===== config.mk =====
export PLATFORM = sky130hd
export DESIGN_NAME = sesp_out_buf
export DESIGN_NICKNAME = d
export VERILOG_FILES = /design/src/sesp_pkg.sv /design/src/sesp_out_buf.sv
export SDC_FILE = /design/constraint.sdc
export NUM_CORES = 1
export LEC_CHECK = 0
export BUFFER_PORTS_ARGS = -buffer_cell sky130_fd_sc_hd__buf_2
export CORE_ASPECT_RATIO = 1.1
export CORE_MARGIN = 4
export CORE_UTILIZATION = 52
export CTS_CLUSTER_SIZE = 25
export DETAILED_ROUTE_END_ITERATION = 8
export PLACE_DENSITY = 0.79
export SYNTH_ARGS = -nofsm -noshare
export SYNTH_HDL_FRONTEND = slang
export SYNTH_SLANG_ARGS = --single-unit

===== constraint.sdc =====
create_clock -name clk_i -period 16 [get_ports clk_i]
set_input_delay 2.4 -clock clk_i [delete_from_list [all_inputs] [get_ports clk_i]]
set_output_delay 2.4 -clock clk_i [all_outputs]
set_load 0.005 [all_outputs]

===== src/sesp_pkg.sv =====
`default_nettype none

package sesp_pkg;

  localparam int unsigned MODULE_COUNT_DEF  = 6;
  localparam int unsigned CHANNEL_COUNT_DEF = 32;

  localparam logic [31:0]        USEC_MAX   = 32'd999999;
  localparam logic signed [20:0] USEC_PER_S = 21'sd1000000;

  typedef enum logic [1:0] {
    KIND_SCALER = 2'd0,
    KIND_LATCH  = 2'd1,
    KIND_TIME   = 2'd2,
    KIND_ERROR  = 2'd3
  } kind_e;

  typedef enum logic [1:0] {
    ERR_NONE      = 2'd0,
    ERR_INDEX     = 2'd1,
    ERR_SUB_OVER  = 2'd2,
    ERR_EVT_OVER  = 2'd3
  } err_e;

  typedef struct packed {
    kind_e              kind;
    err_e               error_code;
    logic [31:0]        event_number;
    logic [15:0]        group_index;
    logic [15:0]        item_index;
    logic [63:0]        value;
    logic signed [63:0] delta;
    logic               delta_valid;
  } res_t;

endpackage

`default_nettype wire


===== src/sesp_out_buf.sv =====
`default_nettype none

module sesp_out_buf
  import sesp_pkg::*;
(
  input  wire logic clk_i,
  input  wire logic rst_ni,
  input  wire logic push_i,
  input  wire res_t res_i,
  output logic      ready_o,
  output logic      valid_o,
  input  wire logic pop_ready_i,
  output res_t      res_o
);

  logic [1:0] cnt_q, cnt_d;
  res_t       head_q;
  res_t       tail_q;
  logic       pop;

  assign valid_o = (cnt_q != 2'd0);
  assign ready_o = (cnt_q != 2'd2);
  assign pop     = valid_o && pop_ready_i;
  assign res_o   = head_q;

  always_comb begin
    cnt_d = cnt_q;
    if (push_i && !pop) begin
      cnt_d = cnt_q + 2'd1;
    end else if (pop && !push_i) begin
      cnt_d = cnt_q - 2'd1;
    end
  end

  always_ff @(posedge clk_i or negedge rst_ni) begin
    if (!rst_ni) begin
      cnt_q <= 2'd0;
    end else begin
      cnt_q <= cnt_d;
    end
  end

  always_ff @(posedge clk_i) begin
    if (pop) begin
      if (cnt_q == 2'd2) begin
        head_q <= tail_q;
      end else if (push_i) begin
        head_q <= res_i;
      end
    end else if (push_i && cnt_q == 2'd0) begin
      head_q <= res_i;
    end
    if (push_i && !pop && cnt_q == 2'd1) begin
      tail_q <= res_i;
    end
  end

endmodule

`default_nettype wire


==> key figures <==
Finish
  • Commonest cells after routing, fill and taps aside: 399 x buf_2, 394 x edfxtp_1, 130 x mux2_4, 67 x mux2_2, 41 x clkbuf_16
  • Most common cell after layout, fill and taps aside: buf_2
  • Final instance area: 18620 um^2
  • Layout cells sized above 1: 0.6047
  • Synth-to-Final Area Change: 24.28%
  • Layout Nets: 1274
  • Filler instances: 1865

Global routing
  • Initial antenna violation count: 9
  • Global-route wire length before repair: 45.42 mm
  • Congestion Overflow GR: 0
  • Vias in the first global route: 7844
  • Largest net degree at the start of global routing: 79
  • GRT Overall Usage: 0.1861

Routing
  • 1st-pass router iterations: 4
  • Post-route ant nets: 0
  • Drt via density: 5.086
  • Drt first-iter violations: 529
  • Drt total wl: 30.70 mm
  • DRC violations left: 0
  • Wire per inst: 20.93 um
  • Detailed-route via count: 7461

Clocking
  • CTS clk-pin slew, worst paths: 60 ps
  • Post-CTS Setup Bufs: 0
  • CTS root buffer: clkbuf_16
  • Clock Path Buffers: 3
  • PostCTS Resize Cnt: 0
  • CTS Buf Count: 40
  • CTS tree: yes
  • Clk Latency, worst-skew pair: 520 ps
  • Post-cts hold buffer count: 0
  • # H-tree levels: 2
  • Clock tree sinks: 396

Logic synthesis
  • Syn_area_per_cell: 23.44 um^2
  • #FFs+latches synth: 396
  • Seq/Total Area, Yosys: 0.7933
  • Syn nets: 846
  • Synth cell types: 16
  • Synth area leaders: edfxtp_1 79%, mux2_4 13%, mux2_2 5.0%, buf_6 1.2%, ha_1 0.50%
  • Synth warn: 0
  • Post-Synthesis Cells: 639
  • Leading area contributor after synthesis: edfxtp_1
  • Post-synth top area share: 0.7899
  • Synthesized area: 14980 um^2

Placement
  • Placer Congestion: 0.8064
  • IO buf count: 399
  • Hpwl dp: 21.02 mm
  • Dpl cell area: 17290 um^2

Timing
  • Slew at the pin closest to its max-slew limit: 1041 ps
  • Final Cycle Share: 0.3142
  • RSZ-0062 raised after global routing: no
  • Final setup violation count: 0
  • Min Tclk post-route: 5027 ps
  • Setup Skew: 10.72 ps
  • Relative slew slack: 0.3060
  • Final Slew Violations: 0
  • Setup TNS: 0 ps
  • Final Hold Viols: 0
  • Fmax: 198.9 MHz

Setup path
  • Worst Setup End Kind: register
  • Critical path's largest stage delay: 810 ps
  • Critical Path RT: 16270 ps
  • Cell with the largest stage delay on the worst path: buf_4
  • CP Max Fanout: 60
  • Critical Path Source Type: input port
  • Kind of critical path: input port to register
  • WP data arrival: 5290 ps
  • Critical path cell sequence: buf_2 -> nand3b_4 -> buf_4 -> buf_4 -> mux2_2
  • Worst path most repeated cell: buf_4

Floorplanning
  • Die ar.: 31590 um^2
  • Die width: 169.8 um
  • Die height: 186 um
  • Num ports: 400
  • Rows: 64
  • Core area: 28110 um^2
  • Starting Density: 0.5329

Min path
  • Worst hold path class: register to register

Power
  • Worst VDD drop: 142.5 uV
  • Pwr/cell area: 167.9 nW/um^2
  • Leak: 7.586 nW

Run
  • # Max-Cap Violations: 0

Status
  • Status: finished, final reports clean
## metrics by stage
| step | worst slack [ps] | hold WS (ps) | power (mW) | cells | util |
|---|---|---|---|---|---|
| 6_report | 10970 | 529.4 | 3.125 | 1467 | 0.6623 |
| 3_5_place_dp | 10400 | 506.3 | 2.239 | 1388 | 0.6153 |
| 4_1_cts | 10960 | 518.7 | 3.169 | 1461 | 0.6618 |
| 3_3_place_gp | 10410 | 499.6 | 2.219 | 1388 | 0.6153 |
| 2_1_floorplan | 2615 | 473.6 | 2.023 | 639 | - |
| 5_1_grt | 10780 | 553.5 | 3.273 | 1466 | 0.6622 |
## flip-flops by register name (all words and copies together), names as in the netlist
signal,flops
res_o,197
tail_q,197
cnt_q,2
## report_power, final
group | switching (mW) | internal, mW
logic | 0.366 | 0.288
registers | 0.0627 | 1.49
clock network | 0.369 | 0.552
## critical path, delay by kind of cell
| family | cells | cell delay, ps |
|---|---|---|
| buf+inv | 3 | 1740 |
| mux | 1 | 410 |
| simple gates | 1 | 640 |
## synth_stat cells
cell type / number
mux2_2: 67
inv_1: 6
nand3b_4: 1
buf_6: 16
mux2_4: 130
or2_2: 1
nor2b_1: 2
nand2_1: 3
buf_2: 6
edfxtp_1: 394
a22oi_1: 1
dfrtp_1: 2
o21ai_0: 2
and2_1: 1
xor2_1: 1
ha_1: 6
## path summary, 6_finish.rpt
kind / start / endpoint / slack [ps] / depth (start not counted)
min in group asynchronous: rst_ni / cnt_q[1]$_DFFE_PN0P_ / 1670 / 1
max in group asynchronous: rst_ni / cnt_q[0]$_DFFE_PN0P_ / 14240 / 1
worst max register to register: cnt_q[0]$_DFFE_PN0P_ / res_o[25]$_DFFE_PP_ / 12170 / 6
worst max-delay path: pop_ready_i / res_o[25]$_DFFE_PP_ / 10970 / 5
worst min register to register: cnt_q[1]$_DFFE_PN0P_ / cnt_q[1]$_DFFE_PN0P_ / 530 / 2
worst min-delay path: cnt_q[1]$_DFFE_PN0P_ / cnt_q[1]$_DFFE_PN0P_ / 530 / 2
## layer usage
| layer | vias to the layer above | routed length [um] | track usage |
|---|---|---|---|
| met5 | - | 31 | 0 |
| met4 | 6 | 783 | 0.06087 |
| met2 | 325 | 15320 | 0.3074 |
| li1 | 3406 | - | - |
| met1 | 3667 | 11480 | 0.2290 |
| met3 | 57 | 3094 | 0.07009 |
## cells by family (layout without fill, tap and decap cells)
group,Yosys count,in the layout,share of synthesized area
other cells,0,6,0
fa+ha+maj,6,6,0.005012
xor+xnor,1,1,0.0005849
compound gates,3,3,0.001170
buf+inv,28,487,0.01554
simple gates,8,8,0.003759
mux,197,197,0.1807
flops,396,396,0.7933
## layout make-up
| class | instances | area [um^2] | share of cell area |
|---|---|---|---|
| Clock buffer | 49 | 1056 | 0.05673 |
| Multi-Input combinational cell | 215 | 2872 | 0.1543 |
| Clock inverter | 24 | 250.2 | 0.01344 |
| Inverter | 6 | 22.52 | 0.001210 |
| Tap cell | 363 | 454.2 | 0.02440 |
| Antenna cell | 6 | 15.01 | 0.0008066 |
| Timing Repair Buffer | 408 | 2064 | 0.1109 |
| Sequential cell | 396 | 11880 | 0.6383 |
Note: power is estimated with default switching activity, not from simulation.
