<file path="src/sesp_pkg.sv">
`default_nettype none

package sesp_pkg;

  localparam int unsigned MODULE_COUNT_DEF  = 6;
  localparam int unsigned CHANNEL_COUNT_DEF = 32;

  localparam logic [31:0]        USEC_MAX   = 32'd999999;
  localparam logic signed [20:0] USEC_PER_S = 21'sd1000000;

  typedef enum logic [1:0] {
    KIND_SCALER = 2'd0,
    KIND_LATCH  = 2'd1,
    KIND_TIME   = 2'd2,
    KIND_ERROR  = 2'd3
  } kind_e;

  typedef enum logic [1:0] {
    ERR_NONE      = 2'd0,
    ERR_INDEX     = 2'd1,
    ERR_SUB_OVER  = 2'd2,
    ERR_EVT_OVER  = 2'd3
  } err_e;

  typedef struct packed {
    kind_e              kind;
    err_e               error_code;
    logic [31:0]        event_number;
    logic [15:0]        group_index;
    logic [15:0]        item_index;
    logic [63:0]        value;
    logic signed [63:0] delta;
    logic               delta_valid;
  } res_t;

endpackage

`default_nettype wire

</file>
<file path="src/sesp_parser.sv">
`default_nettype none

module sesp_parser
  import sesp_pkg::*;
#(
  parameter int unsigned MODULE_COUNT  = MODULE_COUNT_DEF,
  parameter int unsigned CHANNEL_COUNT = CHANNEL_COUNT_DEF,
  parameter int unsigned IDXW          = 8
) (
  input  wire logic            clk_i,
  input  wire logic            rst_ni,
  input  wire logic            accept_i,
  input  wire logic [31:0]     word_i,
  output logic                 has_res_o,
  output res_t                 res_o,
  output logic                 st_rd_en_o,
  output logic                 st_wr_en_o,
  output logic [IDXW-1:0]      st_idx_o,
  output logic [63:0]          st_wr_data_o,
  input  wire logic [63:0]     st_rd_data_i
);

  localparam logic [3:0] PH_LEN       = 4'd0;
  localparam logic [3:0] PH_EVNUM     = 4'd1;
  localparam logic [3:0] PH_SPARE     = 4'd2;
  localparam logic [3:0] PH_SUBCNT    = 4'd3;
  localparam logic [3:0] PH_SUBID     = 4'd4;
  localparam logic [3:0] PH_SUBSIZE   = 4'd5;
  localparam logic [3:0] PH_SC_MODS   = 4'd6;
  localparam logic [3:0] PH_SC_CHANS  = 4'd7;
  localparam logic [3:0] PH_SC_HIGH   = 4'd8;
  localparam logic [3:0] PH_SC_LOW    = 4'd9;
  localparam logic [3:0] PH_LA_GROUPS = 4'd10;
  localparam logic [3:0] PH_LA_COUNT  = 4'd11;
  localparam logic [3:0] PH_LA_WORD   = 4'd12;
  localparam logic [3:0] PH_TS_SEC    = 4'd13;
  localparam logic [3:0] PH_TS_USEC   = 4'd14;
  localparam logic [3:0] PH_SKIP      = 4'd15;

  localparam logic [1:0] SUB_OTHER  = 2'd0;
  localparam logic [1:0] SUB_TIME   = 2'd1;
  localparam logic [1:0] SUB_LATCH  = 2'd2;
  localparam logic [1:0] SUB_SCALER = 2'd3;

  function automatic logic [15:0] sat_inc(input logic [15:0] v);
    sat_inc = (v != 16'hFFFF) ? v + 16'd1 : v;
  endfunction

  logic [3:0]         phase_q, phase_d;
  logic [31:0]        ev_left_q, ev_left_d;
  logic [31:0]        sub_left_q, sub_left_d;
  logic [31:0]        sw_left_q, sw_left_d;
  logic [1:0]         sub_kind_q, sub_kind_d;
  logic [31:0]        groups_q, groups_d;
  logic [31:0]        items_q, items_d;
  logic [15:0]        gcnt_q, gcnt_d;
  logic [15:0]        icnt_q, icnt_d;
  logic [31:0]        high_q, high_d;
  logic [31:0]        cur_evt_q, cur_evt_d;
  logic [31:0]        last_sec_q, last_sec_d;
  logic [19:0]        last_us_q, last_us_d;
  logic [31:0]        sec_hold_q, sec_hold_d;
  logic signed [32:0] dsec_q, dsec_d;

  logic               in_range;
  logic [31:0]        flat_idx;
  logic [63:0]        sc_val;
  logic [19:0]        usec;
  logic signed [53:0] sec_prod;
  logic signed [20:0] usec_diff;
  res_t               res;
  logic               has_res;

  assign in_range = (gcnt_q < 16'(MODULE_COUNT)) && (icnt_q < 16'(CHANNEL_COUNT));
  assign flat_idx = {16'd0, gcnt_q} * 32'(CHANNEL_COUNT) + {16'd0, icnt_q};
  assign sc_val   = {high_q, word_i};
  assign usec     = (word_i > USEC_MAX) ? USEC_MAX[19:0] : word_i[19:0];
  assign sec_prod  = dsec_q * USEC_PER_S;
  assign usec_diff = $signed({1'b0, usec}) - $signed({1'b0, last_us_q});

  assign st_idx_o     = flat_idx[IDXW-1:0];
  assign st_rd_en_o   = accept_i && (phase_q == PH_SC_HIGH) && in_range;
  assign st_wr_en_o   = accept_i && (phase_q == PH_SC_LOW) && in_range;
  assign st_wr_data_o = sc_val;

  always_comb begin
    phase_d    = phase_q;
    ev_left_d  = ev_left_q;
    sub_left_d = sub_left_q;
    sw_left_d  = sw_left_q;
    sub_kind_d = sub_kind_q;
    groups_d   = groups_q;
    items_d    = items_q;
    gcnt_d     = gcnt_q;
    icnt_d     = icnt_q;
    high_d     = high_q;
    cur_evt_d  = cur_evt_q;
    last_sec_d = last_sec_q;
    last_us_d  = last_us_q;
    sec_hold_d = sec_hold_q;
    dsec_d     = dsec_q;
    has_res    = 1'b0;
    res        = '0;

    if (phase_q == PH_LEN) begin
      ev_left_d = word_i;
      sw_left_d = '0;
      if (word_i == 32'd0) begin
        has_res          = 1'b1;
        res.kind         = KIND_ERROR;
        res.error_code   = ERR_EVT_OVER;
        res.group_index  = gcnt_d;
        res.item_index   = icnt_d;
      end else begin
        phase_d = PH_EVNUM;
      end
    end else begin
      ev_left_d = ev_left_q - 32'd1;
      case (phase_q)
        PH_EVNUM: begin
          cur_evt_d = word_i;
          phase_d   = PH_SPARE;
        end
        PH_SPARE: begin
          phase_d = PH_SUBCNT;
        end
        PH_SUBCNT: begin
          sub_left_d = word_i;
          sw_left_d  = '0;
          phase_d    = (word_i != 32'd0) ? PH_SUBID : PH_SKIP;
        end
        PH_SUBID: begin
          sub_kind_d = (word_i == 32'd1 || word_i == 32'd2 || word_i == 32'd3) ?
                       word_i[1:0] : SUB_OTHER;
          sub_left_d = sub_left_q - 32'd1;
          phase_d    = PH_SUBSIZE;
        end
        PH_SUBSIZE: begin
          sw_left_d = word_i;
          gcnt_d    = '0;
          icnt_d    = '0;
          if (word_i == 32'd0) begin
            if (sub_kind_q != SUB_OTHER) begin
              has_res         = 1'b1;
              res.kind        = KIND_ERROR;
              res.error_code  = ERR_SUB_OVER;
            end
            sw_left_d = '0;
            phase_d   = (sub_left_q == 32'd0) ? PH_SKIP : PH_SUBID;
          end else begin
            case (sub_kind_q)
              SUB_SCALER: phase_d = PH_SC_MODS;
              SUB_LATCH:  phase_d = PH_LA_GROUPS;
              SUB_TIME:   phase_d = PH_TS_SEC;
              default:    phase_d = PH_SKIP;
            endcase
          end
        end
        default: begin
          if (!(phase_q == PH_SKIP && sw_left_q == 32'd0)) begin
            case (phase_q)
              PH_SC_MODS, PH_LA_GROUPS: begin
                groups_d = word_i;
                gcnt_d   = '0;
                icnt_d   = '0;
                if (word_i == 32'd0) begin
                  phase_d = PH_SKIP;
                end else begin
                  phase_d = (phase_q == PH_SC_MODS) ? PH_SC_CHANS : PH_LA_COUNT;
                end
              end
              PH_SC_CHANS, PH_LA_COUNT: begin
                items_d = word_i;
                icnt_d  = '0;
                if (word_i == 32'd0) begin
                  gcnt_d   = sat_inc(gcnt_q);
                  groups_d = groups_q - 32'd1;
                  phase_d  = (groups_d == 32'd0) ? PH_SKIP : phase_q;
                end else begin
                  phase_d = (phase_q == PH_SC_CHANS) ? PH_SC_HIGH : PH_LA_WORD;
                end
              end
              PH_SC_HIGH: begin
                high_d  = word_i;
                phase_d = PH_SC_LOW;
              end
              PH_SC_LOW, PH_LA_WORD: begin
                has_res         = 1'b1;
                res.group_index = gcnt_q;
                res.item_index  = icnt_q;
                if (phase_q == PH_LA_WORD) begin
                  res.kind  = KIND_LATCH;
                  res.value = {32'd0, word_i};
                end else if (in_range) begin
                  res.kind  = KIND_SCALER;
                  res.value = sc_val;
                  res.delta = sc_val - st_rd_data_i;
                end else begin
                  res.kind       = KIND_ERROR;
                  res.error_code = ERR_INDEX;
                  res.value      = sc_val;
                end
                icnt_d  = sat_inc(icnt_q);
                items_d = items_q - 32'd1;
                if (items_d == 32'd0) begin
                  gcnt_d   = sat_inc(gcnt_q);
                  icnt_d   = '0;
                  groups_d = groups_q - 32'd1;
                  if (groups_d == 32'd0) begin
                    phase_d = PH_SKIP;
                  end else begin
                    phase_d = (phase_q == PH_SC_LOW) ? PH_SC_CHANS : PH_LA_COUNT;
                  end
                end else begin
                  phase_d = (phase_q == PH_SC_LOW) ? PH_SC_HIGH : PH_LA_WORD;
                end
              end
              PH_TS_SEC: begin
                sec_hold_d = word_i;
                dsec_d     = $signed({1'b0, word_i}) - $signed({1'b0, last_sec_q});
                phase_d    = PH_TS_USEC;
              end
              PH_TS_USEC: begin
                gcnt_d         = '0;
                icnt_d         = '0;
                has_res        = 1'b1;
                res.kind       = KIND_TIME;
                res.value      = {32'd0, sec_hold_q};
                if (last_sec_q != 32'd0) begin
                  res.delta       = 64'(sec_prod) + 64'(usec_diff);
                  res.delta_valid = 1'b1;
                end
                last_sec_d = sec_hold_q;
                last_us_d  = usec;
                phase_d    = PH_SKIP;
              end
              default: begin
              end
            endcase
            sw_left_d = sw_left_q - 32'd1;
            if (sw_left_d == 32'd0) begin
              if (phase_d != PH_SKIP) begin
                has_res         = 1'b1;
                res             = '0;
                res.kind        = KIND_ERROR;
                res.error_code  = ERR_SUB_OVER;
                res.group_index = gcnt_d;
                res.item_index  = icnt_d;
              end
              phase_d = (sub_left_q == 32'd0) ? PH_SKIP : PH_SUBID;
            end
          end
        end
      endcase
      if (ev_left_d == 32'd0) begin
        if (!(phase_d == PH_SKIP && sw_left_d == 32'd0)) begin
          has_res         = 1'b1;
          res             = '0;
          res.kind        = KIND_ERROR;
          res.error_code  = ERR_EVT_OVER;
          res.group_index = gcnt_d;
          res.item_index  = icnt_d;
        end
        phase_d   = PH_LEN;
        sw_left_d = '0;
      end
    end
    res.event_number = cur_evt_d;
  end

  assign has_res_o = has_res;
  assign res_o     = res;

  always_ff @(posedge clk_i or negedge rst_ni) begin
    if (!rst_ni) begin
      phase_q    <= PH_LEN;
      ev_left_q  <= '0;
      sub_left_q <= '0;
      sw_left_q  <= '0;
      sub_kind_q <= SUB_OTHER;
      groups_q   <= '0;
      items_q    <= '0;
      gcnt_q     <= '0;
      icnt_q     <= '0;
      high_q     <= '0;
      cur_evt_q  <= '0;
      last_sec_q <= '0;
      last_us_q  <= '0;
      sec_hold_q <= '0;
      dsec_q     <= '0;
    end else if (accept_i) begin
      phase_q    <= phase_d;
      ev_left_q  <= ev_left_d;
      sub_left_q <= sub_left_d;
      sw_left_q  <= sw_left_d;
      sub_kind_q <= sub_kind_d;
      groups_q   <= groups_d;
      items_q    <= items_d;
      gcnt_q     <= gcnt_d;
      icnt_q     <= icnt_d;
      high_q     <= high_d;
      cur_evt_q  <= cur_evt_d;
      last_sec_q <= last_sec_d;
      last_us_q  <= last_us_d;
      sec_hold_q <= sec_hold_d;
      dsec_q     <= dsec_d;
    end
  end

endmodule

`default_nettype wire

</file>
<file path="config.mk">
export PLATFORM = sky130hd
export DESIGN_NAME = sesp_parser
export DESIGN_NICKNAME = d
export VERILOG_FILES = /design/src/sesp_pkg.sv /design/src/sesp_parser.sv
export SDC_FILE = /design/constraint.sdc
export NUM_CORES = 2
export LEC_CHECK = 0
export ABC_AREA = 1
export BUFFER_PORTS_ARGS = -buffer_cell sky130_fd_sc_hd__buf_2
export CORE_ASPECT_RATIO = 1.1
export CORE_MARGIN = 2
export CORE_UTILIZATION = 35
export CTS_BUF_LIST = sky130_fd_sc_hd__clkbuf_8 sky130_fd_sc_hd__clkbuf_16
export DETAILED_ROUTE_END_ITERATION = 12
export MAX_ROUTING_LAYER = met4
export RECOVER_POWER = 25
export SETUP_SLACK_MARGIN = 0.2
export SLEW_MARGIN = 20
export SYNTH_ARGS = -nofsm -noshare
export SYNTH_HDL_FRONTEND = slang
export SYNTH_SLANG_ARGS = --single-unit
</file>
<file path="constraint.sdc">
create_clock -name clk_i -period 9.18 [get_ports clk_i]
set_clock_uncertainty 0.2 [all_clocks]
set_input_delay 1.377 -clock clk_i [delete_from_list [all_inputs] [get_ports clk_i]]
set_output_delay 1.377 -clock clk_i [all_outputs]
set_load 0.02 [all_outputs]
</file>
==> results.md <==
Die:
- The starting density of the core is 35.2%.
- The total core area is 125000 sq um.
- The floorplan has 136 rows.
- The die extent in x is 342 um.
- The vertical die dimension is 376 um.
- During I/O placement, the number of pins put on the boundary was 371.
- The total die area is 128000 sq um.

Drt:
- The count of TritonRoute iterations in the first routing pass is 6.
- In the final routed layout, each cell accounts on average for 22.6 um.
- The average vias per placed instance is 5.41.
- In this run the remaining antenna-violating nets after routing total 0.
- For this run, design rule violations remaining after detail routing come to 0.
- The iteration-0 DRC count of the detailed router is 4587.
- The via total after detailed routing is 48100.
- The final layout contains routed wiring with a total length of 201000 um.

Timing:
- The final worst-path cycle share is 100%.
- The worst hold slack across all endpoints is 0.279 ns.
- Setup violations remaining at the end of the flow were counted as 4.
- Setup repair after global routing could not meet its margin everywhere.
- In this run the tightest slew margin relative to its limit is -257%.
- The count of pins over their slew limit came to 251.
- The worst path in the final design needs a cycle of 9.22 ns, including I/O delays and setup.
- The slew at the pin closest to its max-slew limit is 5.36 ns.
- The number of failing hold endpoints at the final stage is 0.
- The highest attainable clock frequency is 109 MHz.
- The worst setup slack after layout is -0.0352 ns.

Logic synthesis:
- Yosys attributes the largest share of cell area to sky130_fd_sc_hd__dfrtp_1 (22%), sky130_fd_sc_hd__nand2_1 (13%), sky130_fd_sc_hd__ha_1 (11%).
- The count of mapped cells out of synthesis is 6604.
- In this run, synthesis produced a sequential element count of 379.
- Sorting the synthesized cells by how often they occur yields sky130_fd_sc_hd__nand2_1 (1513), sky130_fd_sc_hd__inv_1 (940), sky130_fd_sc_hd__nor2_1 (685).
- Counting distinct cell types in the post-synthesis netlist gives 59.
- The count of warnings emitted by yosys is 0.
- Sequential cells were found to cover 21.6% of the synthesized design area.
- The compound-cell area share of the yosys netlist is 19.1%.
- After synthesis, the largest family of logic cells by area is simple AND/OR/NAND/NOR gates.
- The mean cell area of the mapped netlist is 6.66 sq um.
- Summed over all instances, the cell type with the most area after synthesis is sky130_fd_sc_hd__dfrtp_1.
- The mux share of post-synthesis cell area is 0%.
- The most frequently used flop master after synthesis is sky130_fd_sc_hd__dfrtp_1.
- The count of flip-flops with a built-in enable after synthesis is 0.
- The synthesized design devotes to its leading area cell type 21.6% of total area.
- Of the total synthesized cell area, the portion taken by AND, OR, NAND and NOR gates is 26.7%.
- Of all flip-flops after synthesis, the portion carrying an async set or reset was 100%.
- Of the total synthesized cell area, the portion taken by XOR and XNOR cells is 3.59%.
- The net count after synthesis is 7247.
- The adder-cell area share of the yosys netlist is 18.1%.
- The mapped netlist covers 44000 sq um.
- The library cell with the highest instance count after synthesis is sky130_fd_sc_hd__nand2_1.

Setup path:
- Of all nets on the critical path, the largest fanout is 4.
- The reg2reg setup slack is 3.42 ns.
- The worst setup path is launched from a register.
- For the worst setup path, the data arrival time is 7.64 ns.
- The critical path endpoint category is a primary output.
- The library cell contributing the largest single delay on the critical path is sky130_fd_sc_hd__fa_2.
- The delay of the slowest critical-path stage is 0.56 ns.
- The class of the most critical setup path is reg2out.
- STA puts the critical path data required time at 7.60 ns.

Global routing:
- The number of antenna violations at the first check in global routing is 20.
- The number of global-route vias before repair is 45900.
- The pin count of the biggest net entering global routing is 147.
- Global routing finished with a remaining overflow of 0.
- The global-route total usage across every layer is 31.2%.
- The first global-routing pass estimated 294000 um of wire.

Placement:
- The congestion estimate from routability-driven global placement came to 1.01.
- The standard cell area after detailed placement is 49400 sq um.
- The post-DP HPWL is 156000 um.
- The number of placed instances, taps included, is 8734.
- The count of port buffers added during placement is 370.

Clock network:
- The number of levels the H-tree was split into is 2.
- The TritonCTS buffer count is 46.
- The number of hold buffers added after CTS is 0.
- The number of sinks handled by clock tree synthesis is 379.
- TritonCTS built the clock tree.
- The maximum root-to-sink buffer count is 3.
- The buffer type at the clock tree root is sky130_fd_sc_hd__clkbuf_16.
- After clock tree synthesis, the clock-pin slew on the worst setup and hold paths is 0.06 ns.
- The clock latency at the later pin of the worst-skew pair is 0.64 ns.

Worst hold path:
- The worst hold path class is reg2reg.

Cells and area:
- After filler insertion, the fill cell instance count of the layout stands at 13200.
- The finished layout holds 8898 standard cells, fillers aside.
- From synthesis to final layout, the design area changed by 22.3%.
- Registers take 9500 sq um.
- Measured on the finished design, the core utilization comes to 43.1%.
- At the end of the flow, the number of nets in the layout was 7837.
- The final non-filler cell area is 53800 sq um.
- Of the cells placed in the final design, the portion with a size suffix greater than 1 is 18.2%.
- The area occupied by multi-input gates is 31700 sq um.

Outcome:
- The run finished, with violations left.
- The final reports fail on max-capacitance violations, max-slew violations, negative setup slack.

Job:
- The tool flagged a number of max-cap violations equal to 3.
## layout make-up
class / count / share of cell area (%)
clock inverter: 35 / 0.686
timing repair buffer: 782 / 9.71
multi-input combinational: 5017 / 59.0
antenna: 11 / 0.0512
inverter: 968 / 6.76
clock buffer: 50 / 2.26
tap: 1656 / 3.85
sequential: 379 / 17.7
## path summary, 6_finish.rpt
kind                            endpoint          start  cells after the start
max                            res_o[53]      dsec_q[3]                     37
min                        cur_evt_q[20]  cur_evt_q[20]                      2
max reg2reg                  groups_q[7]     phase_q[3]                     13
min reg2reg                cur_evt_q[20]  cur_evt_q[20]                      2
max in group asynchronous   ev_left_q[6]         rst_ni                      2
min in group asynchronous      gcnt_q[2]         rst_ni                      1
## worst max-delay path: cells and delay by family, from the launching register on
kind	cells	cell delay (ns)
simple gates	14	1.61
fa+ha+maj	8	3.08
compound gates	7	1.05
xor+xnor	1	0.08
buf+inv	7	0.72
flops	1	0.43
## per-stage QoR
| step | TNS (ns) | worst slack, ns |
|---|---|---|
| 2_1_floorplan | 0 | 0.346 |
| 3_3_place_gp | -0.677 | -0.0692 |
| 3_5_place_dp | -2.88 | -0.293 |
| 4_1_cts | -0.179 | -0.0327 |
| 5_1_grt | -7.16 | -0.391 |
| 6_report | -0.0705 | -0.0352 |
## what timing repair did
item / 4_1_cts / 5_1_grt
setup endpoints to repair: 37 / 44
resized for setup: 258 / 272
pin swaps: 102 / 111
setup buffers: 43 / 24
gates cloned: 1 / 0
## sequential cells by signal (all words and copies together) (netlist names)
signal,flops
cur_evt_q,32
sw_left_q,32
last_us_q,20
icnt_q,16
ev_left_q,32
sub_left_q,32
last_sec_q,32
sec_hold_q,32
groups_q,32
sub_kind_q,2
items_q,32
dsec_q,33
phase_q,4
gcnt_q,16
high_q,32
## logic make-up after synthesis
kind of cell / Yosys count
buffers and inverters: 1208
adders and majority gates: 544
and+or+nand+nor: 2811
xor gates and xnor gates: 180
DFF: 379
AOI/OAI and AO/OA: 1482
## cell usage in the layout, fill, tap and decap left out, types with 21 or more instances in the layout
cell                           n
sky130_fd_sc_hd__a21oi_2      78
sky130_fd_sc_hd__xor2_1      120
sky130_fd_sc_hd__ha_4         48
sky130_fd_sc_hd__xnor2_1      34
sky130_fd_sc_hd__o21ai_2      23
sky130_fd_sc_hd__o22ai_1      77
sky130_fd_sc_hd__nand3_1     287
sky130_fd_sc_hd__dfrtp_1     369
sky130_fd_sc_hd__o211ai_1     43
sky130_fd_sc_hd__nor4_1       27
sky130_fd_sc_hd__o21ai_1      37
sky130_fd_sc_hd__a22oi_1      46
sky130_fd_sc_hd__clkbuf_16    47
sky130_fd_sc_hd__inv_2        42
sky130_fd_sc_hd__a21oi_1     348
sky130_fd_sc_hd__nor2_4       21
sky130_fd_sc_hd__fa_1        148
sky130_fd_sc_hd__buf_2       333
sky130_fd_sc_hd__o21ai_0     597
sky130_fd_sc_hd__nand3b_1     40
sky130_fd_sc_hd__buf_4       395
sky130_fd_sc_hd__nor2_2       42
sky130_fd_sc_hd__nand4_1      78
sky130_fd_sc_hd__buf_6        47
sky130_fd_sc_hd__ha_1        335
sky130_fd_sc_hd__nand2_1    1471
sky130_fd_sc_hd__inv_1       921
sky130_fd_sc_hd__nor2_1      649
sky130_fd_sc_hd__nor3_1       93
sky130_fd_sc_hd__a21o_1       24
sky130_fd_sc_hd__nand2_2      31
sky130_fd_sc_hd__a31oi_1      57
## layer usage
layer	up-vias	global-route usage [%]	routed length (um)
met1	22900	39.2	83000
met4	0	14.3	11800
met2	1896	50.7	92900
met3	457	3.05	13400
met5	-	-	0
li1	22900	-	-
Power is not shown: default switching activity piles up to over one toggle a cycle in this logic, so the estimate is an artifact.
